### config.mk
export PLATFORM = sky130hd
export DESIGN_NAME = spi_baud_divider_search_unit
export DESIGN_NICKNAME = d
export VERILOG_FILES = /design/src/sv/spibd_pkg.sv /design/src/sv/spibd_smul.sv /design/src/sv/spi_baud_divider_search_unit.sv
export SDC_FILE = /design/constraint.sdc
export NUM_CORES = 1
export LEC_CHECK = 0
export BUFFER_PORTS_ARGS = -buffer_cell sky130_fd_sc_hd__buf_4
export CAP_MARGIN = 5
export CORE_MARGIN = 2
export CORE_UTILIZATION = 50
export CTS_CLUSTER_SIZE = 8
export DETAILED_ROUTE_END_ITERATION = 8
export PLACE_DENSITY = 0.68
export SLEW_MARGIN = 10
export SYNTH_ARGS = -nofsm -noshare
export SYNTH_HDL_FRONTEND = slang
export SYNTH_SLANG_ARGS = --single-unit
### constraint.sdc
create_clock -name clk -period 4 [get_ports clk]
set_clock_uncertainty 0.15 [all_clocks]
set_input_delay 0.2 -clock clk [delete_from_list [all_inputs] [get_ports clk]]
set_output_delay 0.2 -clock clk [all_outputs]
set_load 0.1 [all_outputs]
### src/sv/spibd_pkg.sv
package spibd_pkg;

  localparam int CLK_W    = 32;
  localparam int BAUD_W   = 32;
  localparam int PRE_W    = 8;
  localparam int FIELD_W  = 8;
  localparam int MCAND_W  = BAUD_W + 1;
  localparam int MPLIER_W = 16;
  localparam int PROD_W   = MCAND_W + MPLIER_W;
  localparam int STEP_W   = $clog2(MPLIER_W + 1);

  localparam logic [CLK_W-1:0]   RESET_CLK_HZ = 32'd250000000;
  localparam logic [PRE_W-1:0]   PRE_MIN      = 8'd2;
  localparam logic [PRE_W-1:0]   PRE_MAX      = 8'd254;
  localparam logic [FIELD_W-1:0] FIELD_MAX    = 8'd255;

  typedef enum logic [1:0] {
    ST_IDLE,
    ST_PRE,
    ST_POST,
    ST_DONE
  } state_t;

endpackage

### src/sv/spibd_smul.sv
module spibd_smul import spibd_pkg::*; (
  input  logic                clk,
  input  logic                rst,
  input  logic                start,
  input  logic [MCAND_W-1:0]  mcand,
  input  logic [MPLIER_W-1:0] mplier,
  output logic                done,
  output logic [PROD_W-1:0]   prod
);

  logic [MCAND_W-1:0] mcand_r;
  logic [STEP_W-1:0]  cnt;
  logic [MCAND_W-1:0] addend;
  logic [MCAND_W:0]   sum;
  logic [PROD_W-1:0]  prod_next;

  // one multiplier bit per cycle, lsb first; the multiplier shifts out of the low end
  always_comb begin
    addend    = prod[0] ? mcand_r : '0;
    sum       = {1'b0, prod[PROD_W-1:MPLIER_W]} + {1'b0, addend};
    prod_next = {sum, prod[MPLIER_W-1:1]};
  end

  always_ff @(posedge clk) begin
    if (rst) begin
      cnt  <= '0;
      done <= 1'b0;
    end else begin
      done <= (cnt == STEP_W'(1)) && !start;
      if (start) begin
        cnt <= STEP_W'(MPLIER_W);
      end else if (cnt != '0) begin
        cnt <= cnt - STEP_W'(1);
      end
    end
  end

  always_ff @(posedge clk) begin
    if (start) begin
      mcand_r <= mcand;
      prod    <= {{MCAND_W{1'b0}}, mplier};
    end else if (cnt != '0) begin
      prod <= prod_next;
    end
  end

endmodule

### src/sv/spi_baud_divider_search_unit.sv
// Serial clock divider search. For each requested rate the unit walks the even
// prescalers 2..254 upward and then the post divider 256..2 downward. Every
// candidate is one product, built by a bit-serial shift-add multiplier that first
// loads its operands and then shifts. An item tries at most 127 prescalers and
// 255 post dividers. Every product comes from the one shared multiplier, so its
// speed sets the search time. The post divider test uses clk >= p * (d - 1) *
// (target + 1), which equals clk / (p * (d - 1)) > target, so no divider is
// needed. One item is worked at a time; a finished result waits in the output
// register while the next item is taken. The input clock register is written
// with cfg_we/cfg_wdata.
module spi_baud_divider_search_unit import spibd_pkg::*; (
  input  logic               clk,
  input  logic               rst,
  input  logic               cfg_we,
  input  logic [CLK_W-1:0]   cfg_wdata,
  input  logic               in_valid,
  output logic               in_ready,
  input  logic [BAUD_W-1:0]  target_baud,
  output logic               out_valid,
  input  logic               out_ready,
  output logic [PRE_W-1:0]   prescaler,
  output logic [FIELD_W-1:0] serial_rate_field,
  output logic               too_low_error
);

  state_t state, state_next;

  logic [CLK_W-1:0]    clk_hz;
  logic [BAUD_W-1:0]   target;
  logic [PRE_W-1:0]    pre, pre_next;
  logic [FIELD_W-1:0]  fld, fld_next;
  logic [MPLIER_W-1:0] dm, dm_next;
  logic [PRE_W-1:0]    res_pre, res_pre_next;
  logic [FIELD_W-1:0]  res_fld, res_fld_next;
  logic                res_err, res_err_next;

  logic                mul_start;
  logic [MCAND_W-1:0]  mul_mcand;
  logic [MPLIER_W-1:0] mul_mplier;
  logic                mul_done;
  logic [PROD_W-1:0]   mul_prod;

  logic found;
  logic hit;
  logic load_out;

  spibd_smul u_smul (
    .clk    (clk),
    .rst    (rst),
    .start  (mul_start),
    .mcand  (mul_mcand),
    .mplier (mul_mplier),
    .done   (mul_done),
    .prod   (mul_prod)
  );

  // clk < (p + 2) * 256 * t  <=>  clk / 256 < (p + 2) * t
  assign found = {{(PROD_W - CLK_W + 8){1'b0}}, clk_hz[CLK_W-1:8]} < mul_prod;
  assign hit   = {{(PROD_W - CLK_W){1'b0}}, clk_hz} >= mul_prod;

  assign in_ready = (state == ST_IDLE);

  always_comb begin
    state_next   = state;
    pre_next     = pre;
    fld_next     = fld;
    dm_next      = dm;
    res_pre_next = res_pre;
    res_fld_next = res_fld;
    res_err_next = res_err;
    mul_start    = 1'b0;
    mul_mcand    = {1'b0, target};
    mul_mplier   = '0;
    load_out     = 1'b0;
    unique case (state)
      ST_IDLE: begin
        if (in_valid) begin
          pre_next   = PRE_MIN;
          mul_start  = 1'b1;
          mul_mcand  = {1'b0, target_baud};
          mul_mplier = MPLIER_W'(PRE_MIN) + MPLIER_W'(2);
          state_next = ST_PRE;
        end
      end
      ST_PRE: begin
        if (mul_done) begin
          priority if (found) begin
            // start the post divider at 256, i.e. p * 255
            fld_next   = FIELD_MAX;
            dm_next    = {pre, 8'd0} - {8'd0, pre};
            mul_start  = 1'b1;
            mul_mcand  = {1'b0, target} + MCAND_W'(1);
            mul_mplier = dm_next;
            state_next = ST_POST;
          end else if (pre == PRE_MAX) begin
            res_pre_next = '0;
            res_fld_next = '0;
            res_err_next = 1'b1;
            state_next   = ST_DONE;
          end else begin
            pre_next   = pre + PRE_W'(2);
            mul_start  = 1'b1;
            mul_mplier = MPLIER_W'(pre) + MPLIER_W'(4);
          end
        end
      end
      ST_POST: begin
        if (mul_done) begin
          priority if (hit || fld == FIELD_W'(1)) begin
            res_pre_next = pre;
            res_fld_next = hit ? fld : '0;
            res_err_next = 1'b0;
            state_next   = ST_DONE;
          end else begin
            fld_next   = fld - FIELD_W'(1);
            dm_next    = dm - MPLIER_W'(pre);
            mul_start  = 1'b1;
            mul_mcand  = {1'b0, target} + MCAND_W'(1);
            mul_mplier = dm_next;
          end
        end
      end
      ST_DONE: begin
        if (!out_valid || out_ready) begin
          load_out   = 1'b1;
          state_next = ST_IDLE;
        end
      end
      default: state_next = ST_IDLE;
    endcase
  end

  always_ff @(posedge clk) begin
    if (rst) begin
      state     <= ST_IDLE;
      clk_hz    <= RESET_CLK_HZ;
      out_valid <= 1'b0;
    end else begin
      state <= state_next;
      if (cfg_we) begin
        clk_hz <= cfg_wdata;
      end
      if (load_out) begin
        out_valid <= 1'b1;
      end else if (out_ready) begin
        out_valid <= 1'b0;
      end
    end
  end

  always_ff @(posedge clk) begin
    if (state == ST_IDLE && in_valid) begin
      target <= target_baud;
    end
    pre     <= pre_next;
    fld     <= fld_next;
    dm      <= dm_next;
    res_pre <= res_pre_next;
    res_fld <= res_fld_next;
    res_err <= res_err_next;
    if (load_out) begin
      prescaler         <= res_pre;
      serial_rate_field <= res_fld;
      too_low_error     <= res_err;
    end
  end

endmodule

==> results by group <==
Global routing
  – Largest net degree at the start of global routing: 54
  – Antenna violations before repair: 0
  – GRT Util Overall: 25.17%
  – Congestion Overflow GR: 0
  – Vias in the first global route: 11,220
  – First-pass GRT wire length: 58.62 mm

Worst setup path
  – Cell mode on critical path: a21oi_1
  – Slowest stage cell, crit path: edfxtp_1
  – Max incr delay on CP: 0.47 ns
  – Data arrival, critical path: 3.98 ns
  – Startpoint types: flop
  – Crit path capture type: flop
  – Worst-path maximum fanout: 32
  – Setup CP Type: flop to flop
  – Req. time, crit path: 4.31 ns
  – Cell chain of the critical path: buf_4 -> and2_1 -> ha_1 -> a21oi_1 -> o211ai_1 -> a21oi_1 -> a21boi_1 -> a31o_2 -> a221oi_2 -> a21oi_1 -> mux2i_1 -> a221oi_1

Drt
  – Post-DRT Antenna Nets: 0
  – DRT Pass-1 Iters: 5
  – Residual DRC count: 0
  – Vias/cell: 5.887
  – Drt wl/cell: 18.22 um
  – 1st-iter DRT viols: 1,093
  – DR vias: 11,640
  – Drt total wl: 36.03 mm

Clock network
  – Clk buf depth: 3
  – Worst-skew pair later-pin latency: 0.57 ns
  – CTS sink cnt: 217
  – CTS-repair resized insts: 0
  – CTS tree: built
  – Post-CTS Setup Inserts: 0
  – Max H-tree Level: 1
  – Num CTS Buffers: 31
  – Root buffer cell: clkbuf_16
  – Clk slew on worst S/H paths: 0.05 ns

Logic synthesis
  – Top post-synthesis cells by area: edfxtp_1 (31%), dfxtp_1 (11%), ha_1 (10%)
  – Seq/Total Area, Yosys: 42.18%
  – Syn Inst Count: 1,438
  – Ys flop type: edfxtp_1
  – Yosys synthesis warning count: 0
  – Syn Std Cell Area: 13,690 um2
  – Synth Register Bits: 217
  – Yosys cell types: 93
  – Net count of the mapped netlist: 1,619
  – Post-synth top area share: 31.36%
  – Post-synth EDFFs: 143
  – Avg Cell Area, Syn: 9.521 um2
  – Asr flop ratio synth: 0%
  – Synth area leader: edfxtp_1

Floorplanning
  – Core area: 26,950 um2
  – Die area: 28,720 um2
  – Initial Util: 50.80%
  – Die width: 169.5 um
  – Die H: 169.5 um
  – Ports: 88
  – Rows: 60

Cells and area
  – Nets: 1,795
  – Area grow syn2layout: 20.63%
  – Non-filler cells, final: 1,977
  – Layout cell share with drive strength beyond 1: 11.55%
  – Fillers: 2,236
  – Fin area: 16,520 um2
  – # diodes: 0
  – Final core occ: 61.29%

STA
  – RSZ-0062 raised after global routing: false
  – Fmax: 0.2723 GHz
  – Setup TNS: 0 ns
  – Final setup vio count: 0
  – Hold Vio Cnt, Final: 0
  – Fin crit share: 91.82%
  – Worst-Margin Slew: 1.043 ns
  – Rel. slew slack: 30.50%
  – Slew Limit Fails: 0
  – Final min period: 3.673 ns

Power and ir drop
  – Power Density: 695.6 nW/um2
  – Worst VDD drop: 0.5061 mV
  – Leak pwr: 6.766 nW

Placement
  – Routability Congestion: 0.9143
  – Count of input and output buffers: 86
  – Post-DP HPWL: 25.35 mm
  – DP Cell Count: 1,836
  – Dpl cell area: 14,760 um2

Flow run
  – Number of max-cap violations: 0

Run status
  – Outcome: completed

Worst hold path
  – Worst hold path type: input pin to flop
## metal layers
layer	share of wire [%]	wire [um]	vias to the layer above	GRT usage, %
met5	0	0	-	0
met4	2.3	814	0	6.020
met3	5.7	2055	65	3.055
met2	45	16140	412	40.05
met1	47	17020	5471	36.71
li1	-	-	5690	-
## metrics by stage
| step | power (mW) | hold slack, ns | worst slack (ns) |
|---|---|---|---|
| detailed placement | 8.943 | 0.2420 | 0.3652 |
| finish | 11.49 | 0.08568 | 0.3270 |
| CTS | 11.48 | 0.05570 | 0.3426 |
| floorplan | 7.490 | 0.1489 | 0.4577 |
| global placement | 8.825 | 0.2387 | 0.3910 |
| global route | 12.30 | 0.1008 | 0.01989 |
## Yosys cell counts, types with 6 or more instances
cell       count
buf_2         10
xnor2_1       32
a211oi_1      11
o32a_1         7
and2_1        43
clkbuf_1      45
o21a_1         8
inv_1         89
ha_1         111
and3_1        23
o211ai_1       8
nor3_1        27
a211o_1       19
o21ai_1        9
a21o_1        20
nor2_1       119
nand3_1       50
dfxtp_1       74
a22oi_1        8
o22ai_1       15
nand2b_1      14
o2bb2ai_1      8
nand4_1       17
o21ai_0       69
o221a_2        6
a31oi_1       18
a21oi_1       97
mux2i_1       44
nor3b_1        8
xor2_1        10
nand2_1      110
or3_1          7
nor2b_1       24
nor4_1        19
edfxtp_1     143
a32oi_1        7
o21bai_1       6
## kinds of logic after synthesis
group / synth area share [%]
adders and majority gates: 10.29
and+or+nand+nor: 18.32
DFF: 42.18
other: 0.02739
AOI/OAI and AO/OA: 18.47
muxes: 3.381
xor gates and xnor gates: 2.687
buffers and inverters: 4.642
## registers in the layout (all words and copies together) (netlist names), 5 cells and up
register / cells
res_fld: 8
u_smul.mcand_r: 33
serial_rate_field: 8
u_smul.cnt: 5
prescaler: 7
clk_hz: 32
fld: 8
pre: 7
target: 32
dm: 15
res_pre: 7
u_smul.prod: 49
## where the power goes
| part | total (mW) | switching [mW] | internal (mW) |
|---|---|---|---|
| Clock | 2.44 | 0.985 | 1.45 |
| Sequential | 3.68 | 0.460 | 3.22 |
| Combinational | 5.37 | 3.27 | 2.10 |
## final timing paths
path                                start                        endpoint  slack [ns]  depth (start not counted)
min                                cfg_we         clk_hz[21]$_SDFFE_PP1P_        0.09                          3
max reg2reg  u_smul.prod[0]$_SDFFCE_PP0P_    u_smul.prod[44]$_SDFFE_PP0P_        0.33                         12
min reg2reg      res_fld[6]$_SDFFCE_PN0P_  serial_rate_field[6]$_DFFE_PP_        0.27                          0
max          u_smul.prod[0]$_SDFFCE_PP0P_    u_smul.prod[44]$_SDFFE_PP0P_        0.33                         12
## timing repair
action / CTS / global route
hold buffers: 86 / 0
endpoints found under the setup margin: 0 / 0
hold endpoints to repair: 86 / 0
## area by class of cell
type / instances / area [um2] / area share, %
repair buffers: 209 / 1797 / 10.88
flip-flops and latches: 217 / 5776 / 34.97
inverters: 91 / 341.6 / 2.068
clock buffers: 53 / 868.3 / 5.257
clock inverters: 2 / 23.77 / 0.1439
well taps: 341 / 426.7 / 2.583
multi-input cells: 1064 / 7284 / 44.10
## critical path, delay by kind of cell, from the launching register on
kind	cells	cell delay [ns]
AOI/OAI and AO/OA	8	1.90
adders and majority gates	1	0.38
buffers and inverters	1	0.26
DFF	1	0.47
muxes	1	0.17
and+or+nand+nor	1	0.21
## cells in the final DEF, fill, tap and decap left out, drive strengths merged, types with 28 or more instances in the layout
master and instances:
inv 91, ha 111, xnor2 32, edfxtp 143, nand2 110, dlygate4sd3 86
nor2 119, a21oi 98, nand3 50, nor3 28, clkbuf 53, mux2i 44
buf 123, o21ai 78, dfxtp 74, and2 44
(Power assumes the default switching activity.)
